**src/rtl/core/acsc_pkg.sv**
```systemverilog
// Shared types, constants and AES byte functions for the counter-mode cipher core.
package acsc_pkg;

  localparam int unsigned RK_ROW_W  = 4;   // round key row index (11 to 15 rows)
  localparam int unsigned RK_WORD_W = 6;   // expanded key word index (up to 60 words)

  localparam logic [2:0] REG_KEY_SIZE = 3'd0;
  localparam logic [2:0] REG_KEY_0    = 3'd1;
  localparam logic [2:0] REG_KEY_1    = 3'd2;
  localparam logic [2:0] REG_KEY_2    = 3'd3;
  localparam logic [2:0] REG_KEY_3    = 3'd4;
  localparam logic [2:0] REG_IV_HI    = 3'd5;
  localparam logic [2:0] REG_IV_LO    = 3'd6;

  localparam logic [7:0]  RCON_FIRST = 8'h01;
  localparam logic [3:0]  ROUNDS_128 = 4'd10;
  localparam logic [3:0]  ROUNDS_256 = 4'd14;
  localparam logic [4:0]  BYTES_FULL = 5'd16;

  typedef struct packed {
    logic                en;
    logic [RK_ROW_W-1:0] row;
    logic [127:0]        data;
  } rk_wr_t;

  localparam logic [7:0] SBOX [256] = '{
    8'h63, 8'h7C, 8'h77, 8'h7B, 8'hF2, 8'h6B, 8'h6F, 8'hC5, 8'h30, 8'h01, 8'h67, 8'h2B,
    8'hFE, 8'hD7, 8'hAB, 8'h76, 8'hCA, 8'h82, 8'hC9, 8'h7D, 8'hFA, 8'h59, 8'h47, 8'hF0,
    8'hAD, 8'hD4, 8'hA2, 8'hAF, 8'h9C, 8'hA4, 8'h72, 8'hC0, 8'hB7, 8'hFD, 8'h93, 8'h26,
    8'h36, 8'h3F, 8'hF7, 8'hCC, 8'h34, 8'hA5, 8'hE5, 8'hF1, 8'h71, 8'hD8, 8'h31, 8'h15,
    8'h04, 8'hC7, 8'h23, 8'hC3, 8'h18, 8'h96, 8'h05, 8'h9A, 8'h07, 8'h12, 8'h80, 8'hE2,
    8'hEB, 8'h27, 8'hB2, 8'h75, 8'h09, 8'h83, 8'h2C, 8'h1A, 8'h1B, 8'h6E, 8'h5A, 8'hA0,
    8'h52, 8'h3B, 8'hD6, 8'hB3, 8'h29, 8'hE3, 8'h2F, 8'h84, 8'h53, 8'hD1, 8'h00, 8'hED,
    8'h20, 8'hFC, 8'hB1, 8'h5B, 8'h6A, 8'hCB, 8'hBE, 8'h39, 8'h4A, 8'h4C, 8'h58, 8'hCF,
    8'hD0, 8'hEF, 8'hAA, 8'hFB, 8'h43, 8'h4D, 8'h33, 8'h85, 8'h45, 8'hF9, 8'h02, 8'h7F,
    8'h50, 8'h3C, 8'h9F, 8'hA8, 8'h51, 8'hA3, 8'h40, 8'h8F, 8'h92, 8'h9D, 8'h38, 8'hF5,
    8'hBC, 8'hB6, 8'hDA, 8'h21, 8'h10, 8'hFF, 8'hF3, 8'hD2, 8'hCD, 8'h0C, 8'h13, 8'hEC,
    8'h5F, 8'h97, 8'h44, 8'h17, 8'hC4, 8'hA7, 8'h7E, 8'h3D, 8'h64, 8'h5D, 8'h19, 8'h73,
    8'h60, 8'h81, 8'h4F, 8'hDC, 8'h22, 8'h2A, 8'h90, 8'h88, 8'h46, 8'hEE, 8'hB8, 8'h14,
    8'hDE, 8'h5E, 8'h0B, 8'hDB, 8'hE0, 8'h32, 8'h3A, 8'h0A, 8'h49, 8'h06, 8'h24, 8'h5C,
    8'hC2, 8'hD3, 8'hAC, 8'h62, 8'h91, 8'h95, 8'hE4, 8'h79, 8'hE7, 8'hC8, 8'h37, 8'h6D,
    8'h8D, 8'hD5, 8'h4E, 8'hA9, 8'h6C, 8'h56, 8'hF4, 8'hEA, 8'h65, 8'h7A, 8'hAE, 8'h08,
    8'hBA, 8'h78, 8'h25, 8'h2E, 8'h1C, 8'hA6, 8'hB4, 8'hC6, 8'hE8, 8'hDD, 8'h74, 8'h1F,
    8'h4B, 8'hBD, 8'h8B, 8'h8A, 8'h70, 8'h3E, 8'hB5, 8'h66, 8'h48, 8'h03, 8'hF6, 8'h0E,
    8'h61, 8'h35, 8'h57, 8'hB9, 8'h86, 8'hC1, 8'h1D, 8'h9E, 8'hE1, 8'hF8, 8'h98, 8'h11,
    8'h69, 8'hD9, 8'h8E, 8'h94, 8'h9B, 8'h1E, 8'h87, 8'hE9, 8'hCE, 8'h55, 8'h28, 8'hDF,
    8'h8C, 8'hA1, 8'h89, 8'h0D, 8'hBF, 8'hE6, 8'h42, 8'h68, 8'h41, 8'h99, 8'h2D, 8'h0F,
    8'hB0, 8'h54, 8'hBB, 8'h16
  };

  function automatic logic [7:0] xtime(input logic [7:0] b);
    return {b[6:0], 1'b0} ^ (b[7] ? 8'h1B : 8'h00);
  endfunction

  function automatic logic [31:0] sub_word(input logic [31:0] w);
    return {SBOX[w[31:24]], SBOX[w[23:16]], SBOX[w[15:8]], SBOX[w[7:0]]};
  endfunction

  // State byte i sits at [127-8i -: 8]; column c holds bytes 4c..4c+3.
  function automatic logic [127:0] sub_shift(input logic [127:0] st);
    logic [127:0] r;
    r = '0;
    for (int c = 0; c < 4; c++) begin
      for (int k = 0; k < 4; k++) begin
        r[127-8*(4*c+k) -: 8] = SBOX[st[127-8*(4*((c+k)%4)+k) -: 8]];
      end
    end
    return r;
  endfunction

  function automatic logic [127:0] mix_columns(input logic [127:0] st);
    logic [127:0] r;
    logic [7:0]   a0, a1, a2, a3, al;
    r = '0;
    for (int c = 0; c < 4; c++) begin
      a0 = st[127-32*c -: 8];
      a1 = st[119-32*c -: 8];
      a2 = st[111-32*c -: 8];
      a3 = st[103-32*c -: 8];
      al = a0 ^ a1 ^ a2 ^ a3;
      r[127-32*c -: 8] = a0 ^ al ^ xtime(a0 ^ a1);
      r[119-32*c -: 8] = a1 ^ al ^ xtime(a1 ^ a2);
      r[111-32*c -: 8] = a2 ^ al ^ xtime(a2 ^ a3);
      r[103-32*c -: 8] = a3 ^ al ^ xtime(a3 ^ a0);
    end
    return r;
  endfunction

endpackage

```
**src/rtl/core/acsc_key_exp.sv**
```systemverilog
// Key schedule: one expanded key word per cycle, written out as 128-bit round key rows.
module acsc_key_exp (
  input  logic                    clk_i,
  input  logic                    rst_ni,
  input  logic                    start_i,
  input  logic                    wide_i,
  input  logic [255:0]            key_i,
  output acsc_pkg::rk_wr_t        rk_wr_o,
  output logic                    busy_o,
  output logic                    done_o
);
  import acsc_pkg::*;

  logic                 busy_q, busy_d;
  logic                 wide_q, wide_d;
  logic [RK_WORD_W-1:0] idx_q, idx_d;
  logic [7:0]           rcon_q, rcon_d;
  logic [31:0]          win_q [8];
  logic [31:0]          word, prev, back, t;
  logic                 from_key, last;

  always_comb begin
    prev     = win_q[7];
    back     = wide_q ? win_q[0] : win_q[4];
    from_key = (idx_q[RK_WORD_W-1:3] == '0) && (wide_q || !idx_q[2]);
    last     = idx_q == (wide_q ? RK_WORD_W'(59) : RK_WORD_W'(43));
    rcon_d   = rcon_q;
    t        = prev;
    if ((wide_q && idx_q[2:0] == 3'd0) || (!wide_q && idx_q[1:0] == 2'd0)) begin
      t = sub_word({prev[23:0], prev[31:24]}) ^ {rcon_q, 24'h0};
      if (busy_q && !from_key) rcon_d = xtime(rcon_q);
    end else if (wide_q && idx_q[2:0] == 3'd4) begin
      t = sub_word(prev);
    end
    word = from_key ? key_i[255-32*idx_q[2:0] -: 32] : (back ^ t);

    busy_d = busy_q;
    wide_d = wide_q;
    idx_d  = idx_q;
    if (start_i) begin
      busy_d = 1'b1;
      wide_d = wide_i;
      idx_d  = '0;
      rcon_d = RCON_FIRST;
    end else if (busy_q) begin
      idx_d = idx_q + RK_WORD_W'(1);
      if (last) busy_d = 1'b0;
    end
  end

  always_ff @(posedge clk_i or negedge rst_ni) begin
    if (!rst_ni) begin
      busy_q <= 1'b0;
      wide_q <= 1'b0;
      idx_q  <= '0;
      rcon_q <= RCON_FIRST;
    end else begin
      busy_q <= busy_d;
      wide_q <= wide_d;
      idx_q  <= idx_d;
      rcon_q <= rcon_d;
    end
  end

  always_ff @(posedge clk_i) begin
    if (busy_q) begin
      for (int k = 0; k < 7; k++) win_q[k] <= win_q[k+1];
      win_q[7] <= word;
    end
  end

  assign rk_wr_o.en   = busy_q && (idx_q[1:0] == 2'd3);
  assign rk_wr_o.row  = idx_q[RK_WORD_W-1:2];
  assign rk_wr_o.data = {win_q[5], win_q[6], win_q[7], word};
  assign busy_o       = busy_q;
  assign done_o       = busy_q && last;

endmodule

```
**config.mk**
```make
export PLATFORM = sky130hd
export DESIGN_NAME = acsc_key_exp
export DESIGN_NICKNAME = d
export VERILOG_FILES = /design/src/rtl/core/acsc_pkg.sv /design/src/rtl/core/acsc_key_exp.sv
export SDC_FILE = /design/constraint.sdc
export NUM_CORES = 1
export LEC_CHECK = 0
export ABC_CLOCK_PERIOD_IN_PS = 9300
export BUFFER_PORTS_ARGS = -buffer_cell sky130_fd_sc_hd__buf_2
export CAP_MARGIN = 5
export CELL_PAD_IN_SITES_DETAIL_PLACEMENT = 1
export CELL_PAD_IN_SITES_GLOBAL_PLACEMENT = 2
export CORE_MARGIN = 2
export CORE_UTILIZATION = 37
export CTS_BUF_LIST = sky130_fd_sc_hd__clkbuf_4
export DETAILED_ROUTE_END_ITERATION = 8
export GPL_ROUTABILITY_DRIVEN = 0
export HOLD_SLACK_MARGIN = 0.06
export PLACE_DENSITY_LB_ADDON = 0.1
export SYNTH_ARGS = -nofsm -noshare
export SYNTH_HDL_FRONTEND = slang
export SYNTH_SLANG_ARGS = --single-unit
export TNS_END_PERCENT = 5
```
**constraint.sdc**
```tcl
create_clock -name clk_i -period 9.3 [get_ports clk_i]
set_clock_uncertainty 0.05 [all_clocks]
set_input_delay 1.395 -clock clk_i [delete_from_list [all_inputs] [get_ports clk_i]]
set_output_delay 1.395 -clock clk_i [all_outputs]
set_load 0.02 [all_outputs]
```
# Word level (Yosys, flattened, before mapping)
# Memories as Yosys holds them, arrays and structs flattened.
# Index checks and enable logic that the tools add are counted.
[classes] addsub=2 n_lt_le_gt_ge=4 eq_ne=3 shift=1 n_mux=24 n_bitwise=7 reduce_logical=19
[ops] operator="variable part select 287 x 33 -> 32 bit" count=1
[ops] operator="2-to-1 mux 32 bit" count=4
[ops] operator="2-to-1 mux 8 bit" count=11
[ops] operator="bitwise XOR 32 bit" count=2
[ops] operator=">= comparator 9 bit, second input constant" count=4
[ops] operator="inverter 8 -> 9 bit" count=4
[ops] operator="2-to-1 mux 6 bit" count=2
[ops] operator="2-to-1 mux 5 bit" count=2
[ops] operator="subtractor 8 x 8 -> 9 bit, first input constant" count=1
[ops] operator="bitwise XOR 8 x 5 -> 8 bit" count=1
[ops] operator="logical AND 1 bit" count=7
[ops] operator="adder 6 x 1 -> 6 bit, second input constant" count=1
[ops] operator="equality test 6 bit" count=1
[ops] operator="logical NOT 3 bit" count=2
[ops] operator="nonzero test 2 bit" count=3
[ops] operator="2-to-1 mux 1 bit" count=5
[ops] operator="equality test 3 bit, second input constant" count=1
[ops] operator="logical NOT 1 bit" count=3
[ops] operator="equality test 2 bit, second input constant" count=1
[ops] operator="logical NOT 2 bit" count=1
[ops] operator="logical OR 1 bit" count=2
[ops] operator="AND reduction 2 bit" count=1
[word_totals] ff_bits=16 ramBits=256 rom_bits=8192 input_bits=260 out_inout_bits=135 wordCells=69 mem_count=5
[memory_table] memory="(name not given)" words=256 width=8 read_ports=1 rd_clocked_by_memory_dff=0 wr=0 line_no="acsc_pkg.sv:56" text="return {SBOX[w[31:24]], SBOX[w[23:16]], SBOX[w[15:8]], SBOX[w[7:0]]};"
[memory_table] memory="(name not given)" words=256 width=8 read_ports=1 rd_clocked_by_memory_dff=0 wr=0 line_no="acsc_pkg.sv:56"
[memory_table] memory="(name not given)" words=256 width=8 read_ports=1 rd_clocked_by_memory_dff=0 wr=0 line_no="acsc_pkg.sv:56"
[memory_table] memory="(name not given)" words=256 width=8 read_ports=1 rd_clocked_by_memory_dff=0 wr=0 line_no="acsc_pkg.sv:56"
[memory_table] memory="win_q" words=8 width=32 read_ports=8 rd_clocked_by_memory_dff=0 wr=8 line_no="acsc_key_exp.sv:18" text="logic [31:0] win_q [8];"

# Depth between registers and ports, before layout
# Gate-level depths: netlist of the first run.
[depth] depth_word=8 mapped_depth=16 depth_no_buf=11

# Least setup slack after synthesis of the first run
# OpenSTA, ideal clock, no wires.
[synth_path] path_kind="flip-flop to output port" startpoint="register busy_q (netlist: busy_o)" endpoint="output rk_wr_o[132] (netlist bit)" arrival_time_ns=6.354 required_time_ns=7.855 path_slack_ns=1.501 path_stages_with_launch=3 n_path_buf=1 path_cell_list="dfrtp_1 -> clkbuf_1 -> and2_1"
[synth_lines] item="from (decl)" line_no="acsc_key_exp.sv:14" text="logic busy_q, busy_d;"
[synth_lines] item="from (signal assigned)" line_no="acsc_key_exp.sv:58" text="busy_q <= busy_d;"
[synth_lines] item="to (decl)" line_no="acsc_key_exp.sv:8" text="output acsc_pkg::rk_wr_t rk_wr_o,"

==> summary.md, run 1 <==
| Metric | Value |
|---|---|
| Gate power share | `60.5%` |
| Fin crit period | `between 7 and 8 ns` |
| H-tree levels | `3` |
| LEAKAGE | `between 10 and 15 nW` |
| Peak VDD IR | `0.114 mV` |
| Most common cell after layout, fill and taps aside | `buf_2` |
| DR top layer | `met5` |
| Clock share of power | `15.1%` |
| Cell Rows | `97` |
| PwrDens | `263 mW/mm2` |
| TritonCTS clock tree | `yes` |
| Largest net degree at the start of global routing | `between 100 and 150` |
| WL/cell | `approximately 31 um` |
| Mapped cell area | `around 0.026 mm2` |
| Starting density of the core | `between 30% and 40%` |
| Synth Register Bits | `around 270` |
| EDFF count, synth | `~260` |
| Asr flop ratio synth | `slightly below 6%` |
| Vias per cell | `slightly below 7` |
| Drt first pass iters | `6` |
| Req. time, crit path | `7.86 ns` |
| CP endpoint kind | `primary output` |
| Post-synthesis cell count | `2,920` |
| Outcome | `completed` |
| Routed wire length | `between 100,000 and 150,000 um` |
| CTS resizes | `0` |
| Met1 WL | `51,700 um` |
| Met3 wire length | `between 10,000 and 15,000 um` |
| Synth Flop Type | `edfxtp_1` |
| Switching power | `about 3.9 mW` |
| Max Freq | `approximately 130 MHz` |
| Seq/Total Area, Yosys | `30.8%` |
| I/O Pins | `just under 400` |
| Iteration-0 DRC count of the detailed router | `3,777` |
| Die Ht | `~270 um` |
| Grt ovf | `0` |
| Library cells used by synthesis | `between 90 and 100` |
| Startpoint Class | `flop` |
| Die W | `270 um` |
| Worst reg2reg path depth | `11` |
| Least-Margin Pin Slew | `around 1.1 ns` |
| Period utilization | `81.1%` |
| Share of layout cells above drive strength 1 | `roughly 25%` |
| Antenna violations before repair | `12` |
| DP HPWL | `87,200 um` |
| Setup bufs post-CTS | `0` |
| Vias in the first global route | `about 27,000` |
| GRT Total Usage | `~33%` |
| Syn Nets | `3,242` |
| Root Driver | `clkbuf_4` |
| Fin cells | `roughly 4,000` |
| Max-cap check violation count | `0` |
| Slew Viols, Final | `0` |
| Final ANT Viol Nets | `0` |
| WHS Path Cells | `0` |
| Remaining DRCs | `0` |
| Post-Syn Area per Cell | `about 9 um2` |
| Crit Path Max Fanout | `34` |
| Vias | `around 27,000` |
| Worst Setup Path Type | `reg2out` |
| Switching Fraction | `approximately half` |
| DIE AREA | `between 0.07 and 0.08 mm2` |
| Post-CTS Hold Fix Bufs | `0` |
| Arr. time, crit path | `approximately 6 ns` |
| Final Hold Fails | `0` |
| Max-slew headroom | `between 20% and 30%` |
| Worst-Skew Late Latency | `0.86 ns` |
| Finish-stage setup viols | `0` |
| YS warnings | `0` |
| Flop pwr share | `between 20% and 30%` |
| Pint | `3.70 mW` |
| Hold/Removal Path Class | `reg2reg` |
| Core area | `between 0.07 and 0.08 mm2` |
| DR WL met2 | `approximately 55,000 um` |
| Total Neg Setup Slack | `0 ns` |
| Final Net Count | `between 3,000 and 4,000` |
| RSZ-0062 raised after global routing | `false` |
| Max clock buf depth | `3` |
| Most frequent cells in the layout | `394 x buf_2, 256 x edfxtp_1, 191 x nand2_1, 190 x a21oi_1, 176 x nor2_1` |
| First-pass GRT wire length | `184,000 um` |
| Area grow syn2layout | `9.33%` |
| Sink count of the clock tree | `around 270` |
| Cts bufs inserted | `between 70 and 80` |
| IO buf count | `between 300 and 400` |
| Worst-path clk slew | `around 0.06 ns` |
| DP Cell Count | `3,881` |
metrics by stage:
step	power [mW]	hold WS [ns]	setup WS, ns	cell area, um2	utilization, %
finish	7.57	0.348	1.76	28700	41.0
floorplan	4.84	0.350	1.50	26300	-
detailed placement	6.28	0.356	2.81	27700	39.5
CTS	7.47	0.331	1.86	28700	40.9
global placement	6.27	0.351	2.87	27700	39.5
global route	7.92	0.362	1.70	28700	40.9
layout make-up:
class	instances	area [um2]
diodes	4	10.0
multi-input cells	2169	15800
well taps	940	1180
clock buffers	112	841
fillers	8295	41400
repair buffers	453	2440
flip-flops and latches	272	8100
inverters	47	176
clock inverters	28	140
power groups by stage:
stage / Clock (mW) / Sequential (mW) / Combinational (mW)
2_1_floorplan: 0 / 1.77 / 3.06
3_3_place_gp: 0 / 1.85 / 4.41
3_5_place_dp: 0 / 1.87 / 4.41
4_1_cts: 1.19 / 1.85 / 4.43
5_1_grt: 1.25 / 1.88 / 4.79
6_report: 1.14 / 1.85 / 4.58
registers in the layout (all words and copies together) (netlist names):
signal,count
wide_q,1
win_q,256
idx_q,6
rcon_q,8
busy_o,1
critical path, stage by stage, from the launching register on:
cell and delay [ns]:
edfxtp_1 0.32, buf_4 0.41, inv_1 0.35, ha_1 0.99, nand2b_1 0.38, o21ai_0 0.38
a21boi_0 0.21, o311ai_0 0.47, o32ai_1 0.26, a221oi_1 0.73, xor2_1 0.13, o21ai_0 0.37
buf_2 0.25
worst paths after layout:
path | from | endpoint | slack (ns)
hold reg to reg | win_q[1][67] | win_q[1][35] | 0.35
setup / recovery | win_q[1][105] | rk_wr_o[8] | 1.76
setup reg to reg | win_q[1][105] | win_q[1][104] | 3.98
max in group asynchronous | rst_ni | idx_q[0] | 8.44
min in group asynchronous | rst_ni | busy_o | 0.42
hold / removal | win_q[1][67] | win_q[1][35] | 0.35
metal layers:
metal	global-route usage, %	vias to the layer above
li1	-	11500
met1	45.0	13600
met2	49.3	1666
met3	7.91	343
met4	15.2	12
met5	0	-
cell families after synthesis:
kind of cell / Yosys count / synth area share [%]
adder cells (fa/ha/maj): 62 / 2.95
multiplexers: 199 / 12.5
AO/OA/AOI/OAI: 978 / 26.1
XOR/XNOR: 48 / 1.60
flip-flops: 272 / 30.8
AND/OR/NAND/NOR: 882 / 17.1
buffers and inverters: 479 / 8.96
cells in the mapped netlist, types with 27 or more instances:
library cell,instances,area (um2)
o21ai_0,168,841
o221ai_1,27,236
inv_1,38,143
nor3_1,72,360
nor2b_1,87,544
edfxtp_1,256,7690
nand3_1,82,410
o211ai_1,51,383
mux2_2,38,428
mux2i_1,61,611
ha_1,62,776
nand2b_1,92,576
mux4_2,99,2230
a221oi_1,33,289
nor2_1,176,661
or2_2,29,181
a21oi_1,190,951
o311ai_0,55,482
clkbuf_1,187,702
a311oi_1,48,420
nand2_1,191,717
buf_1,31,116
buf_4,103,773
buf_2,106,531
o31ai_1,36,270
a211oi_1,54,405
a31oi_1,58,363
No activity file was read; power rests on OpenSTA's default activity.
==> run 2, diff against run 1 <==
ABC_CLOCK_PERIOD_IN_PS = 7780   (was 9300)
clock period = 7.78 ns   (was 9.3 ns; I/O delays follow)
==> run 2 against run 1 <==
Sequential power up 20%. Via count about the same. Critical path depth unchanged. Global-route usage grew 0.21 points. First-iteration DRC count decreased by 2.5%. Wire length grew 0.59%. Final area increased by 0.64%. Hold slack worse by 0.16 ns. Non-clock buffer count is 12 higher. Clock-buffer cell count is the same. Critical path type unchanged.
==> summary.md, run 2 (synthesis results as in run 1) <==
| Metric | Value |
|---|---|
| Worst Setup Path Type | `reg2out` |
| RSZ-0062 raised after global routing | `false` |
| Die Ht | `270 um (unchanged)` |
| PwrDens | `316 mW/mm2 (+20%)` |
| Req. time, crit path | `6.56 ns (-1.30 ns)` |
| DP Cell Count | `3,893 (+0.31%)` |
| Vias in the first global route | `26,700 (+0.43%)` |
| Final Hold Fails | `0 (unchanged)` |
| Hold/Removal Path Class | `in2async` |
| Share of layout cells above drive strength 1 | `25.7% (+0.39 points)` |
| Starting density of the core | `37.5% (unchanged)` |
| Dpl ws | `1.62 ns (-1.20 ns)` |
| LEAKAGE | `10.9 nW (+0.88%)` |
| Cell Area, Placed | `0.0279 mm2 (+0.51%)` |
| Setup slack after layout | `0.640 ns (-1.12 ns)` |
| Post-CTS Hold Fix Bufs | `0 (unchanged)` |
| DP HPWL | `87,600 um (+0.49%)` |
| Remaining DRCs | `0 (unchanged)` |
| Period utilization | `between 90% and 100%` |
| Fin crit period | `around 7 ns` |
| Fin cells | `4,045 (+0.50%)` |
| Cts bufs inserted | `81 (+2.5%)` |
| Outcome | `completed` |
| I/O Pins | `395 (unchanged)` |
| Drt first pass iters | `6 (unchanged)` |
| Final Hold Slack | `0.190 ns (-0.158 ns)` |
| Core area | `0.0701 mm2 (unchanged)` |
| Total Neg Setup Slack | `0 ns (unchanged)` |
| Routed wire length | `126,000 um (+0.59%)` |
| Arr. time, crit path | `5.92 ns (-0.18 ns)` |
| First-pass GRT wire length | `184,000 um (+0.18%)` |
| Final Util | `41.2% (+0.26 points)` |
| Post-route design area | `0.0289 mm2 (+0.64%)` |
| Top reg by flops | `win_q` |
| Most frequent cells in the layout | `394 x buf_2, 256 x edfxtp_1, 191 x nand2_1, 190 x a21oi_1, 176 x nor2_1` |
| Slew Viols, Final | `0 (unchanged)` |
| Grt ovf | `0 (unchanged)` |
| Final Net Count | `3,358 (+0.42%)` |
| Die W | `270 um (unchanged)` |
| Max clock buf depth | `3 (unchanged)` |
| DIE AREA | `0.0732 mm2 (unchanged)` |
| Startpoint Class | `flop` |
| Top Registers | `win_q x256, rcon_q x8, idx_q x6` |
| Most common cell after layout, fill and taps aside | `buf_2` |
| IO buf count | `394 (unchanged)` |
| Root Driver | `clkbuf_4` |
| Worst-path clk slew | `0.06 ns (about the same)` |
| GRT Total Usage | `33.2% (+0.21 points)` |
| TritonCTS clock tree | `yes` |
| Power Total | `9.14 mW (+21%)` |
| Setup bufs post-CTS | `0 (unchanged)` |
| CTS resizes | `0 (unchanged)` |
| Iteration-0 DRC count of the detailed router | `3,682 (-2.5%)` |
| Seq. cell area | `0.00810 mm2 (unchanged)` |
| Worst-Skew Late Latency | `0.87 ns (about the same)` |
| Final ANT Viol Nets | `0 (unchanged)` |
| H-tree levels | `3 (unchanged)` |
| Max-cap check violation count | `0 (unchanged)` |
| FILL cells | `8,291 (-0.048%)` |
| Cell Rows | `97 (unchanged)` |
| Area grow syn2layout | `10.0%` |
| Least-Margin Pin Slew | `1.13 ns (-0.00738 ns)` |
| Vias | `27,100 (+0.026%)` |
| Multi-input gate area | `0.0158 mm2 (unchanged)` |
| Largest net degree at the start of global routing | `146 (+6.6%)` |
| Crit Path Max Fanout | `34 (unchanged)` |
| Max-slew headroom | `23.0% (+0.50 points)` |
| Peak VDD IR | `0.173 mV (+52%)` |
| WL/cell | `31.2 um (about the same)` |
| Max Freq | `140 MHz` |
| CP endpoint kind | `primary output` |
| Sink count of the clock tree | `272 (unchanged)` |
| Vias per cell | `6.70 (-0.47%)` |
| Finish-stage setup viols | `0 (unchanged)` |
| Antenna violations before repair | `14 (+2)` |
| Max reg flops | `256 (unchanged)` |
## run 2: final cells by class
class / count / area share (%)
Antenna cell: 8 / 0.0692
Clock buffer: 112 / 2.91
Clock inverter: 32 / 0.597
Inverter: 47 / 0.610
Multi-Input combinational cell: 2169 / 54.8
Sequential cell: 272 / 28.0
Tap cell: 940 / 4.07
Timing Repair Buffer: 465 / 8.92
## run 2: path summary, 6_finish.rpt
path / start / endpoint / slack [ns] / cells past startpoint
setup / recovery: win_q[1][105] / rk_wr_o[8] / 0.64 / 12
max in group asynchronous: rst_ni / rcon_q[0] / 7.15 / 1
hold / removal: rst_ni / idx_q[5] / 0.19 / 1
setup reg to reg: win_q[1][105] / win_q[1][104] / 2.65 / 11
hold reg to reg: win_q[0][35] / win_q[0][3] / 0.35 / 0
min in group clk_i: win_q[0][35] / win_q[0][3] / 0.35 / 0
## run 2: where the power goes
part | total [mW] | switching [mW] | leakage (nW) | internal, mW
registers | 2.22 | 0.228 | 2.92 | 1.99
logic | 5.52 | 3.73 | 7.39 | 1.79
clock network | 1.40 | 0.699 | 0.602 | 0.704
## run 2: worst max-delay path, stage by stage (launching register included)
cell and delay, ns:
edfxtp_1 0.32, buf_4 0.39, inv_1 0.33, ha_1 0.94
nand2b_1 0.35, o21ai_0 0.37, a21boi_0 0.20, o311ai_0 0.44
o32ai_1 0.29, a221oi_1 0.68, xor2_1 0.12, o21ai_0 0.34
buf_2 0.25
## run 2: routing by layer
metal,up-vias,GRT usage (%),share of wire (%)
met5,-,0,0.0095
met4,2,14.9,4.8
met3,320,6.50,9.9
met2,1727,51.0,44
met1,13500,45.2,41
li1,11500,-,-
